$ cat config.mk
export PLATFORM = sky130hd
export DESIGN_NAME = glyph_double_size_smoother
export DESIGN_NICKNAME = d
export VERILOG_FILES = /design/src/hw/rtl/gdss_pkg.sv /design/src/hw/rtl/gdss_fifo.sv /design/src/hw/rtl/gdss_front.sv /design/src/hw/rtl/gdss_back.sv /design/src/hw/rtl/glyph_double_size_smoother.sv
export SDC_FILE = /design/constraint.sdc
export NUM_CORES = 1
export LEC_CHECK = 0
export BUFFER_PORTS_ARGS = -buffer_cell sky130_fd_sc_hd__buf_2
export CORE_ASPECT_RATIO = 1.4
export CORE_MARGIN = 2
export CORE_UTILIZATION = 57
export CTS_CLUSTER_SIZE = 14
export DETAILED_ROUTE_END_ITERATION = 12
export HOLD_SLACK_MARGIN = 0.1
export PLACE_DENSITY = 0.88
export SLEW_MARGIN = 5
export SYNTH_ARGS = -nofsm -noshare
export SYNTH_HDL_FRONTEND = slang
export SYNTH_HIERARCHICAL = 1
export SYNTH_SLANG_ARGS = --single-unit
$ cat constraint.sdc
create_clock -name clk -period 7.7 [get_ports clk]
set_input_delay 0.77 -clock clk [delete_from_list [all_inputs] [get_ports clk]]
set_output_delay 0.77 -clock clk [all_outputs]
set_load 0.02 [all_outputs]
$ cat src/hw/rtl/gdss_pkg.sv
`default_nettype none

package gdss_pkg;

    // Register indexes on the configuration port
    typedef enum logic [1:0] {
        CFG_SMOOTH_MODE   = 2'd0,
        CFG_TALL_FONT     = 2'd1,
        CFG_INVERT_OUTPUT = 2'd2
    } cfg_index_t;

    localparam int QUEUE_DEPTH_DEF = 2;
    localparam int COL_W           = 16;
    localparam int COPY_W          = 2 * COL_W;

    typedef struct packed {
        logic [15:0] column_bits;
        logic        last_column;
    } in_item_t;

    typedef struct packed {
        logic [7:0] data_byte;
        logic       last_byte;
    } out_item_t;

    typedef struct packed {
        logic smooth_mode;
        logic tall_font;
        logic invert_output;
    } cfg_t;

    // One queued job: two or four copies, sent in order from copies[0]
    typedef struct packed {
        logic                   two_pairs;
        logic [3:0][COPY_W-1:0] copies;
    } job_t;

    // Vertical doubling: bit k goes to bits 2k and 2k+1
    function automatic logic [COPY_W-1:0] spread_bits(input logic [COL_W-1:0] v);
        logic [COPY_W-1:0] s;
        s = '0;
        for (int k = 0; k < COL_W; k++)
        begin
            s[2*k]     = v[k];
            s[2*k + 1] = v[k];
        end
        return s;
    endfunction

endpackage

`default_nettype wire

$ cat src/hw/rtl/gdss_fifo.sv
`default_nettype none

module gdss_fifo
    import gdss_pkg::*;
#(
    parameter int DEPTH = QUEUE_DEPTH_DEF
)
(
    input  wire  logic clk,
    input  wire  logic rst_n,
    input  wire  logic push,
    input  wire  job_t push_data,
    input  wire  logic pop,
    output job_t       head,
    output logic       full,
    output logic       empty
);

    localparam int PTR_W = $clog2(DEPTH);
    localparam int CNT_W = $clog2(DEPTH + 1);
    localparam logic [PTR_W-1:0] LAST_PTR = PTR_W'(DEPTH - 1);
    localparam logic [CNT_W-1:0] FULL_CNT = CNT_W'(DEPTH);

    job_t             entry_reg [DEPTH];
    logic [PTR_W-1:0] wr_ptr_reg, wr_ptr_next;
    logic [PTR_W-1:0] rd_ptr_reg, rd_ptr_next;
    logic [CNT_W-1:0] count_reg,  count_next;

    assign head  = entry_reg[rd_ptr_reg];
    assign full  = (count_reg == FULL_CNT);
    assign empty = (count_reg == '0);

    // Pointer and fill bookkeeping
    always_comb
    begin
        wr_ptr_next = wr_ptr_reg;
        rd_ptr_next = rd_ptr_reg;
        count_next  = count_reg;
        if (push)
        begin
            wr_ptr_next = (wr_ptr_reg == LAST_PTR) ? '0 : wr_ptr_reg + 1'b1;
        end
        if (pop)
        begin
            rd_ptr_next = (rd_ptr_reg == LAST_PTR) ? '0 : rd_ptr_reg + 1'b1;
        end
        if (push && !pop)
        begin
            count_next = count_reg + 1'b1;
        end
        else if (pop && !push)
        begin
            count_next = count_reg - 1'b1;
        end
    end

    always_ff @(posedge clk or negedge rst_n)
    begin
        if (!rst_n)
        begin
            wr_ptr_reg <= '0;
            rd_ptr_reg <= '0;
            count_reg  <= '0;
        end
        else
        begin
            wr_ptr_reg <= wr_ptr_next;
            rd_ptr_reg <= rd_ptr_next;
            count_reg  <= count_next;
        end
    end

    // Entry storage, no reset
    always_ff @(posedge clk)
    begin
        if (push)
        begin
            entry_reg[wr_ptr_reg] <= push_data;
        end
    end

`ifndef SYNTH
    a_no_overflow: assert property (@(posedge clk) disable iff (!rst_n)
        !(push && full && !pop))
        else $error("job queue overflow");
    a_no_underflow: assert property (@(posedge clk) disable iff (!rst_n)
        !(pop && empty))
        else $error("job queue underflow");
    a_count_bound: assert property (@(posedge clk) disable iff (!rst_n)
        count_reg <= FULL_CNT)
        else $error("job queue count out of range");
`endif

endmodule

`default_nettype wire

$ cat src/hw/rtl/gdss_front.sv
`default_nettype none

module gdss_front
    import gdss_pkg::*;
(
    input  wire  logic     clk,
    input  wire  logic     rst_n,
    input  wire  cfg_t     cfg,
    input  wire  logic     in_valid,
    output logic           in_ready,
    input  wire  in_item_t in_data,
    input  wire  logic     q_full,
    output logic           q_push,
    output job_t           q_data
);

    logic [COL_W-1:0]  prev_bits_reg,      prev_bits_next;
    logic [COPY_W-1:0] prev_left_copy_reg, prev_left_copy_next;
    logic              have_prev_reg,      have_prev_next;

    logic              accept;
    logic [COL_W-1:0]  col;
    logic [COPY_W-1:0] plain_cur;
    logic [COPY_W-1:0] plain_prev;
    logic [COPY_W-1:0] cur_left;
    logic [COPY_W-1:0] held_right;
    logic              has_new;

    assign in_ready = !q_full;
    assign accept   = in_valid && in_ready;

    // Masking, doubling and diagonal fill between held and new column
    always_comb
    begin
        col        = {cfg.tall_font ? in_data.column_bits[15:8] : 8'h00,
                      in_data.column_bits[7:0]};
        plain_cur  = spread_bits(col);
        plain_prev = spread_bits(prev_bits_reg);
        cur_left   = plain_cur;
        held_right = plain_prev;
        if (have_prev_reg)
        begin
            for (int i = 0; i < COL_W - 1; i++)
            begin
                // held falls while new rises: step down to the right
                if (prev_bits_reg[i+1] && !prev_bits_reg[i] && col[i] && !col[i+1])
                begin
                    held_right[2*i + 1] = 1'b1;
                    cur_left[2*i + 2]   = 1'b1;
                end
                else if (!prev_bits_reg[i+1] && prev_bits_reg[i] && !col[i] && col[i+1])
                begin
                    held_right[2*i + 2] = 1'b1;
                    cur_left[2*i + 1]   = 1'b1;
                end
            end
        end
    end

    // Job building and hold update
    always_comb
    begin
        has_new = !cfg.smooth_mode || in_data.last_column;
        q_data  = '0;
        if (have_prev_reg)
        begin
            q_data.copies[0] = prev_left_copy_reg;
            q_data.copies[1] = cfg.smooth_mode ? held_right : plain_prev;
            q_data.copies[2] = cfg.smooth_mode ? cur_left : plain_cur;
            q_data.copies[3] = plain_cur;
            q_data.two_pairs = has_new;
        end
        else
        begin
            q_data.copies[0] = cfg.smooth_mode ? cur_left : plain_cur;
            q_data.copies[1] = plain_cur;
            q_data.two_pairs = 1'b0;
        end
        q_push = accept && (have_prev_reg || has_new);

        prev_bits_next      = prev_bits_reg;
        prev_left_copy_next = prev_left_copy_reg;
        have_prev_next      = have_prev_reg;
        if (accept)
        begin
            if (cfg.smooth_mode)
            begin
                prev_bits_next      = col;
                prev_left_copy_next = cur_left;
                have_prev_next      = !in_data.last_column;
            end
            else
            begin
                have_prev_next = 1'b0;
            end
        end
    end

    always_ff @(posedge clk or negedge rst_n)
    begin
        if (!rst_n)
        begin
            prev_bits_reg      <= '0;
            prev_left_copy_reg <= '0;
            have_prev_reg      <= 1'b0;
        end
        else
        begin
            prev_bits_reg      <= prev_bits_next;
            prev_left_copy_reg <= prev_left_copy_next;
            have_prev_reg      <= have_prev_next;
        end
    end

endmodule

`default_nettype wire

$ cat src/hw/rtl/gdss_back.sv
`default_nettype none

module gdss_back
    import gdss_pkg::*;
(
    input  wire  logic clk,
    input  wire  logic rst_n,
    input  wire  cfg_t cfg,
    input  wire  logic q_empty,
    input  wire  job_t q_head,
    output logic       q_pop,
    output logic       out_valid,
    input  wire  logic out_ready,
    output out_item_t  out_data
);

    logic [1:0]  byte_reg,      byte_next;
    logic [1:0]  copy_reg,      copy_next;
    logic        out_valid_reg, out_valid_next;
    out_item_t   out_data_reg,  out_data_next;

    logic              load;
    logic              copy_done;
    logic              job_done;
    logic [COPY_W-1:0] word;

    assign out_valid = out_valid_reg;
    assign out_data  = out_data_reg;

    // Byte serializer: least significant byte of each copy first
    always_comb
    begin
        load      = !q_empty && (!out_valid_reg || out_ready);
        copy_done = (byte_reg == (cfg.tall_font ? 2'd3 : 2'd1));
        job_done  = copy_done && (copy_reg == (q_head.two_pairs ? 2'd3 : 2'd1));
        word      = q_head.copies[copy_reg];
        q_pop     = load && job_done;

        byte_next      = byte_reg;
        copy_next      = copy_reg;
        out_data_next  = out_data_reg;
        out_valid_next = out_valid_reg;
        if (load)
        begin
            out_data_next.data_byte = word[{byte_reg, 3'b000} +: 8] ^ {8{cfg.invert_output}};
            out_data_next.last_byte = job_done;
            out_valid_next          = 1'b1;
            if (job_done)
            begin
                byte_next = '0;
                copy_next = '0;
            end
            else if (copy_done)
            begin
                byte_next = '0;
                copy_next = copy_reg + 1'b1;
            end
            else
            begin
                byte_next = byte_reg + 1'b1;
            end
        end
        else if (out_ready)
        begin
            out_valid_next = 1'b0;
        end
    end

    always_ff @(posedge clk or negedge rst_n)
    begin
        if (!rst_n)
        begin
            byte_reg      <= '0;
            copy_reg      <= '0;
            out_valid_reg <= 1'b0;
        end
        else
        begin
            byte_reg      <= byte_next;
            copy_reg      <= copy_next;
            out_valid_reg <= out_valid_next;
        end
    end

    always_ff @(posedge clk)
    begin
        out_data_reg <= out_data_next;
    end

`ifndef SYNTH
    a_pop_marks_last: assert property (@(posedge clk) disable iff (!rst_n)
        q_pop |=> (out_valid_reg && out_data_reg.last_byte))
        else $error("job retired without last byte");
    a_pop_rewinds: assert property (@(posedge clk) disable iff (!rst_n)
        q_pop |=> (byte_reg == 2'd0 && copy_reg == 2'd0))
        else $error("serializer counters not rewound after job");
    a_short_bytes: assert property (@(posedge clk) disable iff (!rst_n)
        (load && !cfg.tall_font) |-> (byte_reg <= 2'd1))
        else $error("byte index beyond short copy");
`endif

endmodule

`default_nettype wire

$ cat src/hw/rtl/glyph_double_size_smoother.sv
`default_nettype none

// Channel  Direction  Payload                          Handshake
// in       input      in_item_t  {column_bits, last}   in_valid / in_ready
// out      output     out_item_t {data_byte, last}     out_valid / out_ready
// cfg      input      cfg_index (2b), cfg_data (1b)    cfg_valid / cfg_ready
//
// Output runs at one byte per cycle from the back-end serializer while a job is
// queued and out_ready allows. Plain mode: 8 bytes per column with tall font
// (4 short), 16 (8) when a held column is flushed first. Smooth mode: a glyph's
// first column gives none, later ones 8 (4), the last 16 (8), a sole one 8 (4).
// Reset clears the column hold, queue and serializer; cfg is always ready.
// The front takes a column whenever the job queue has room.

module glyph_double_size_smoother
    import gdss_pkg::*;
#(
    parameter int QUEUE_DEPTH = QUEUE_DEPTH_DEF
)
(
    input  wire  logic       clk,
    input  wire  logic       rst_n,
    input  wire  logic       in_valid,
    output logic             in_ready,
    input  wire  in_item_t   in_data,
    output logic             out_valid,
    input  wire  logic       out_ready,
    output out_item_t        out_data,
    input  wire  logic       cfg_valid,
    output logic             cfg_ready,
    input  wire  logic [1:0] cfg_index,
    input  wire  logic       cfg_data
);

    cfg_t cfg_reg, cfg_next;
    logic q_push;
    logic q_pop;
    logic q_full;
    logic q_empty;
    job_t q_data;
    job_t q_head;

    assign cfg_ready = 1'b1;

    // Configuration registers
    always_comb
    begin
        cfg_next = cfg_reg;
        if (cfg_valid)
        begin
            case (cfg_index)
                CFG_SMOOTH_MODE:   cfg_next.smooth_mode   = cfg_data;
                CFG_TALL_FONT:     cfg_next.tall_font     = cfg_data;
                CFG_INVERT_OUTPUT: cfg_next.invert_output = cfg_data;
                default:           cfg_next = cfg_reg;
            endcase
        end
    end

    always_ff @(posedge clk or negedge rst_n)
    begin
        if (!rst_n)
        begin
            cfg_reg.smooth_mode   <= 1'b0;
            cfg_reg.tall_font     <= 1'b1;
            cfg_reg.invert_output <= 1'b0;
        end
        else
        begin
            cfg_reg <= cfg_next;
        end
    end

    gdss_front u_front (
        .clk      (clk),
        .rst_n    (rst_n),
        .cfg      (cfg_reg),
        .in_valid (in_valid),
        .in_ready (in_ready),
        .in_data  (in_data),
        .q_full   (q_full),
        .q_push   (q_push),
        .q_data   (q_data)
    );

    gdss_fifo #(
        .DEPTH (QUEUE_DEPTH)
    ) u_fifo (
        .clk       (clk),
        .rst_n     (rst_n),
        .push      (q_push),
        .push_data (q_data),
        .pop       (q_pop),
        .head      (q_head),
        .full      (q_full),
        .empty     (q_empty)
    );

    gdss_back u_back (
        .clk       (clk),
        .rst_n     (rst_n),
        .cfg       (cfg_reg),
        .q_empty   (q_empty),
        .q_head    (q_head),
        .q_pop     (q_pop),
        .out_valid (out_valid),
        .out_ready (out_ready),
        .out_data  (out_data)
    );

endmodule

`default_nettype wire
; ---- Yosys cells after proc, flatten, opt, wreduce, memory -nomap -nowiden
; Memory sizes are Yosys's and may differ from the RTL's.
; Cells that the tools add are included.
[word_totals]
mem_bits_rw = 258
reg_bits = 70
memories = 1
word_cells = 292
output_inout_bits = 12
[op_classes]
add_sub_neg = 6
order_cmp = 1
shifts = 1
muxes = 114
reduce_logical = 149
eq_ne = 5
bitwise_logic = 1
[memory_table]
columns = memory, words, width, rd, rd_clocked_by_memory_dff, wr, line
row1 = u_fifo.entry_reg, 2, 129, 1, 0, 1, gdss_fifo.sv:24  ; job_t entry_reg [DEPTH];
[op_table]
columns = cell, count
row1 = 64-bit 2-to-1 mux, 2
row2 = 1-bit 2-to-1 mux, 98
row3 = 1-bit logical AND, 97
row4 = 32-bit binary-select mux with 2-bit select, 1
row5 = 31-bit 2-to-1 mux, 2
row6 = 1-bit zero test, 39
row7 = 32-bit 2-to-1 mux, 1
row8 = 32-bit by 6-bit variable part select with 8-bit output, 1
row9 = 30-bit 2-to-1 mux, 1
row10 = 2-bit 2-to-1 mux, 8
row11 = 2-bit AND reduction, 5
row12 = 8-bit 2-to-1 mux, 1
row13 = 8-bit bitwise XOR, 1
row14 = "2-bit by 1-bit adder with 2-bit output, second input constant", 3
row15 = 2-bit nonzero test, 3
row16 = 2-bit equality test, 2
row17 = "2-bit equality test, second input constant", 2
row18 = 2-bit zero test, 2
row19 = 1-bit logical OR, 3
row20 = "2-bit by 3-bit less-than comparator with 1-bit output, second input constant", 1
row21 = "1-bit adder, second input constant", 2
row22 = "2-bit by 1-bit equality test with 1-bit output, second input constant", 1
row23 = "2-bit by 1-bit subtractor with 2-bit output, second input constant", 1

; ---- Logic depth before layout (Yosys ltp)
[depth]
depth_word = 9
depth_mapped = 10

; ---- By module
; The synthesis kept the hierarchy.
[modules_own_cells]
columns = mod, n_inst, area_each_um2, seq_area_each_um2, cells_per_inst
row1 = gdss_fifo, 1, 9521.6, 7847.5, 417
row2 = gdss_front, 1, 3537.1, 1176.1, 493
row3 = gdss_back, 1, 1773.0, 395.4, 109
row4 = glyph_double_size_smoother, 1, 148.9, 76.3, 11

; ---- Worst setup path after synthesis
; Ideal clock, no wire load.
[synth_path]
path_kind = input port to flip-flop
startpoint = input in_data[0] in the netlist's numbering
endpoint = memory u_fifo/entry_reg[0][0] in the netlist's numbering, enable pin
required_time_ps = 7066
path_slack_ps = 239
t_arrival_ps = 6827
n_path_buf = 0
path_stages = 4
cell_sequence = nand2b_1 nor2_1 nor2_1 nor2b_1
[synth_via]
elab_chain_cells = 5
[synth_lines]
columns = item, line
row1 = "start, declared", glyph_double_size_smoother.sv:25  ; input wire in_item_t in_data,
row2 = 1-bit logical OR, gdss_front.sv:63  ; has_new = !cfg.smooth_mode || in_data.last_column;
row3 = 1-bit logical OR, gdss_front.sv:79  ; q_push = accept && (have_prev_reg || has_new);
row4 = 1-bit logical AND, gdss_front.sv:79
row5 = via q_push, glyph_double_size_smoother.sv:36  ; logic q_push;
row6 = 1-bit 2-to-1 mux, gdss_fifo.sv:76  ; if (push)
row7 = 1-bit 2-to-1 mux (implied by the code), gdss_fifo.sv:78  ; entry_reg[wr_ptr_reg] <= push_data;
row8 = "end, declared", gdss_fifo.sv:24
; The timed path passes the listed nets, and every way through them passes these cells.

==> impl_metrics.tcl <==
set metrics [dict create \
    synth_edf_count 267 \
    area_growth_pct 5.95 \
    grt_first_pass_wirelength_um 51700 \
    ys_ff_latch 326 \
    cts_buffers 28 \
    p_per_area_nw_per_um2 404 \
    fin_setup_tns_ns 0 \
    cp.required_ns 7.96 \
    finalSetupViolCount 0 \
    crit_type "register to register" \
    drv_cap 0 \
    start_util 0.576 \
    drt-total-wl_um 34100 \
    fmax_ghz 0.268 \
    final.setup_skew_ns 0.00987 \
    slew_violations 0 \
    hpwl_um 20600 \
    ys_async_sr_fraction 0.181 \
    gr-total-overflow 0 \
    hold_violations 0 \
    cellLeakagePower_uw 0.00576 \
    vdd_ir_drop_max_mv 0.212 \
    synth_ff_type "edfxtp_1" \
    hold_buffers 0 \
    synth_fp_nets 1056 \
    max-slew-margin-rel 0.331 \
    synth.distinct_cells 52 \
    port_buffers 35 \
    via_per_inst 6.56 \
    worstRegToRegCells 6 \
    core-area_um2 26000 \
    post_cts_resized 0 \
    synth_top_area_cell "edfxtp_1" \
    drive_above_1_share 0.233 \
    layout_setup_ws_ns 3.97 \
    clock_latency_ns 0.55 \
    fp.dieW_um 141 \
    vias 8872 \
    synth_most_common_cell "edfxtp_1" \
    min_period_over_period 0.484 \
    antenna_found_initial 0 \
    rsz0062_at_grt "no" \
    clock-root-buffer "clkbuf_16" \
    cts_setup_buffers 0 \
    dr.pass1.iters 6 \
    row_count 70 \
    synthTopCellsByCount "267 x edfxtp_1, 132 x mux2_2, 128 x nand2_1" \
    cts.clk_slew.worst_paths_ns 0.06 \
    drt_iter0_drc 1040 \
    ys_top_cells_by_area "edfxtp_1 54%, mux2_2 9.9%, dfrtp_1 9.7%, mux4_1 4.7%, nand2_1 3.2%" \
    cts_sinks 326 \
    htree_levels 1 \
    dpl_worst_slack_ns 4.11 \
    final_core_util 0.610 \
    outcome "finished, final reports clean" \
    gr-usage-all-layers 0.247 \
    worst_setup_path_end_kind "register" \
    drt-wirelength-per-cell_um 25.2 \
    post-route-cell-area_um2 15900 \
    cts_buffer_depth 3 \
    start_kind "register" \
    ios 37 \
    synth_area_um2 15000 \
    ys_seq_area_frac 0.634 \
    worst_pin_slew_ns 1.00 \
    syn_area_per_cell_um2 14.5 \
    synth_top_area_share 0.535 \
    cp.arrival_ns 3.99 \
    die_h_um 196 \
    hold_path_class "input port to async pin" \
    crit_fanout 68 \
    first_global_vias 8897 \
    synth_cells 1030 \
    fin_crit_ns 3.73 \
    largest_reg_flops 258 \
    cts_tree "done" \
    gp_congestion 0.809 \
    die_area_um2 27600 \
    post-route-drc-count 0 \
    dpl-instance-area_um2 15000 \
    layout.nets 1033 \
    insertedDiodeCount 0 \
    yosysWarningCount 6 \
    antenna_left 0 \
    grt_max_degree 72 \
]
[path summary, 6_finish.rpt]
check                                                          startpoint                                        end  slack [ns]
worst max-delay path                        u_fifo/rd_ptr_reg$_DFFE_PN0P_               u_back/out_data[3]$_DFFE_PP_        3.97
worst min-delay path                                                rst_n       u_front/prev_bits_reg[1]$_DFFE_PN0P_        0.42
worst max register to register              u_fifo/rd_ptr_reg$_DFFE_PN0P_               u_back/out_data[3]$_DFFE_PP_        3.97
worst min register to register  u_front/prev_left_copy_reg[2]$_DFFE_PN0P_  u_front/prev_left_copy_reg[2]$_DFFE_PN0P_        0.49
max in group asynchronous                                           rst_n              u_fifo/rd_ptr_reg$_DFFE_PN0P_        6.62
min in group clk                                                out_ready               u_back/out_valid$_DFFE_PN0P_        0.43
[where the power goes]
part / switching, uW / internal, uW / total (uW)
clock: 595 / 760 / 1360
combinational: 1150 / 897 / 2050
sequential: 412 / 2600 / 3010
[placed cells by master, fill, tap and decap left out, drive strengths merged, types with 2 or more instances in the layout]
| master | netlist | routed |
|---|---|---|
| a21oi | 44 | 44 |
| a22o | 19 | 19 |
| a31o | 10 | 10 |
| a31oi | 16 | 16 |
| a32o | 3 | 3 |
| and2 | 13 | 13 |
| and3b | 8 | 8 |
| and4b | 6 | 6 |
| buf | 70 | 48 |
| clkbuf | 31 | 49 |
| clkinv | 0 | 2 |
| dfrtp | 58 | 58 |
| edfxtp | 267 | 267 |
| inv | 8 | 8 |
| mux2 | 134 | 134 |
| mux2i | 24 | 24 |
| mux4 | 32 | 32 |
| nand2 | 128 | 128 |
| nand2b | 2 | 2 |
| nand3 | 8 | 8 |
| nand3b | 5 | 5 |
| nor2 | 41 | 41 |
| nor2b | 4 | 4 |
| nor3b | 7 | 7 |
| o21a | 9 | 9 |
| o21ai | 50 | 50 |
| or3 | 4 | 4 |
| xnor2 | 4 | 4 |
| xor2 | 13 | 13 |
[per-stage QoR]
step / hold WS, ns / total power (uW) / instances
5_1_grt: 0.424 / 6660 / 1353
4_1_cts: 0.421 / 6410 / 1353
2_1_floorplan: 0.450 / 4550 / 1030
3_3_place_gp: 0.465 / 4920 / 1301
6_report: 0.417 / 6410 / 1353
3_5_place_dp: 0.476 / 5030 / 1301
[per-layer routing]
layer / wire length (um) / part of all wire / global-route usage / vias to the layer above
li1: - / - / - / 3819
met1: 11900 / 0.35 / 0.305 / 4398
met2: 17700 / 0.52 / 0.431 / 549
met3: 2830 / 0.083 / 0.0332 / 106
met4: 1720 / 0.051 / 0.120 / 0
met5: 0 / 0 / 0 / -
[area by class of cell]
class,count,area (um2)
Sequential cell,326,9500
Clock buffer,49,831
Fill cell,1744,10100
Inverter,8,30.0
Clock inverter,3,40.0
Tap cell,324,405
Multi-Input combinational cell,595,4790
Timing Repair Buffer,48,273
[worst max-delay path, stage by stage (launching register included)]
cell and delay [ns]:
dfrtp_4 0.99, buf_4 0.82, mux2_2 0.45, mux4_1 0.57
mux2i_1 0.22, mux2i_1 0.13, xor2_1 0.18
[logic make-up after synthesis]
| logic type | synth area share |
|---|---|
| multiplexers | 0.172 |
| adder cells (fa/ha/maj) | 0.000835 |
| other | 0.000250 |
| AND/OR/NAND/NOR | 0.0713 |
| AO/OA/AOI/OAI | 0.0649 |
| XOR/XNOR | 0.00994 |
| buffers and inverters | 0.0473 |
| flip-flops | 0.634 |
No activity file was read; power rests on OpenSTA's default activity.
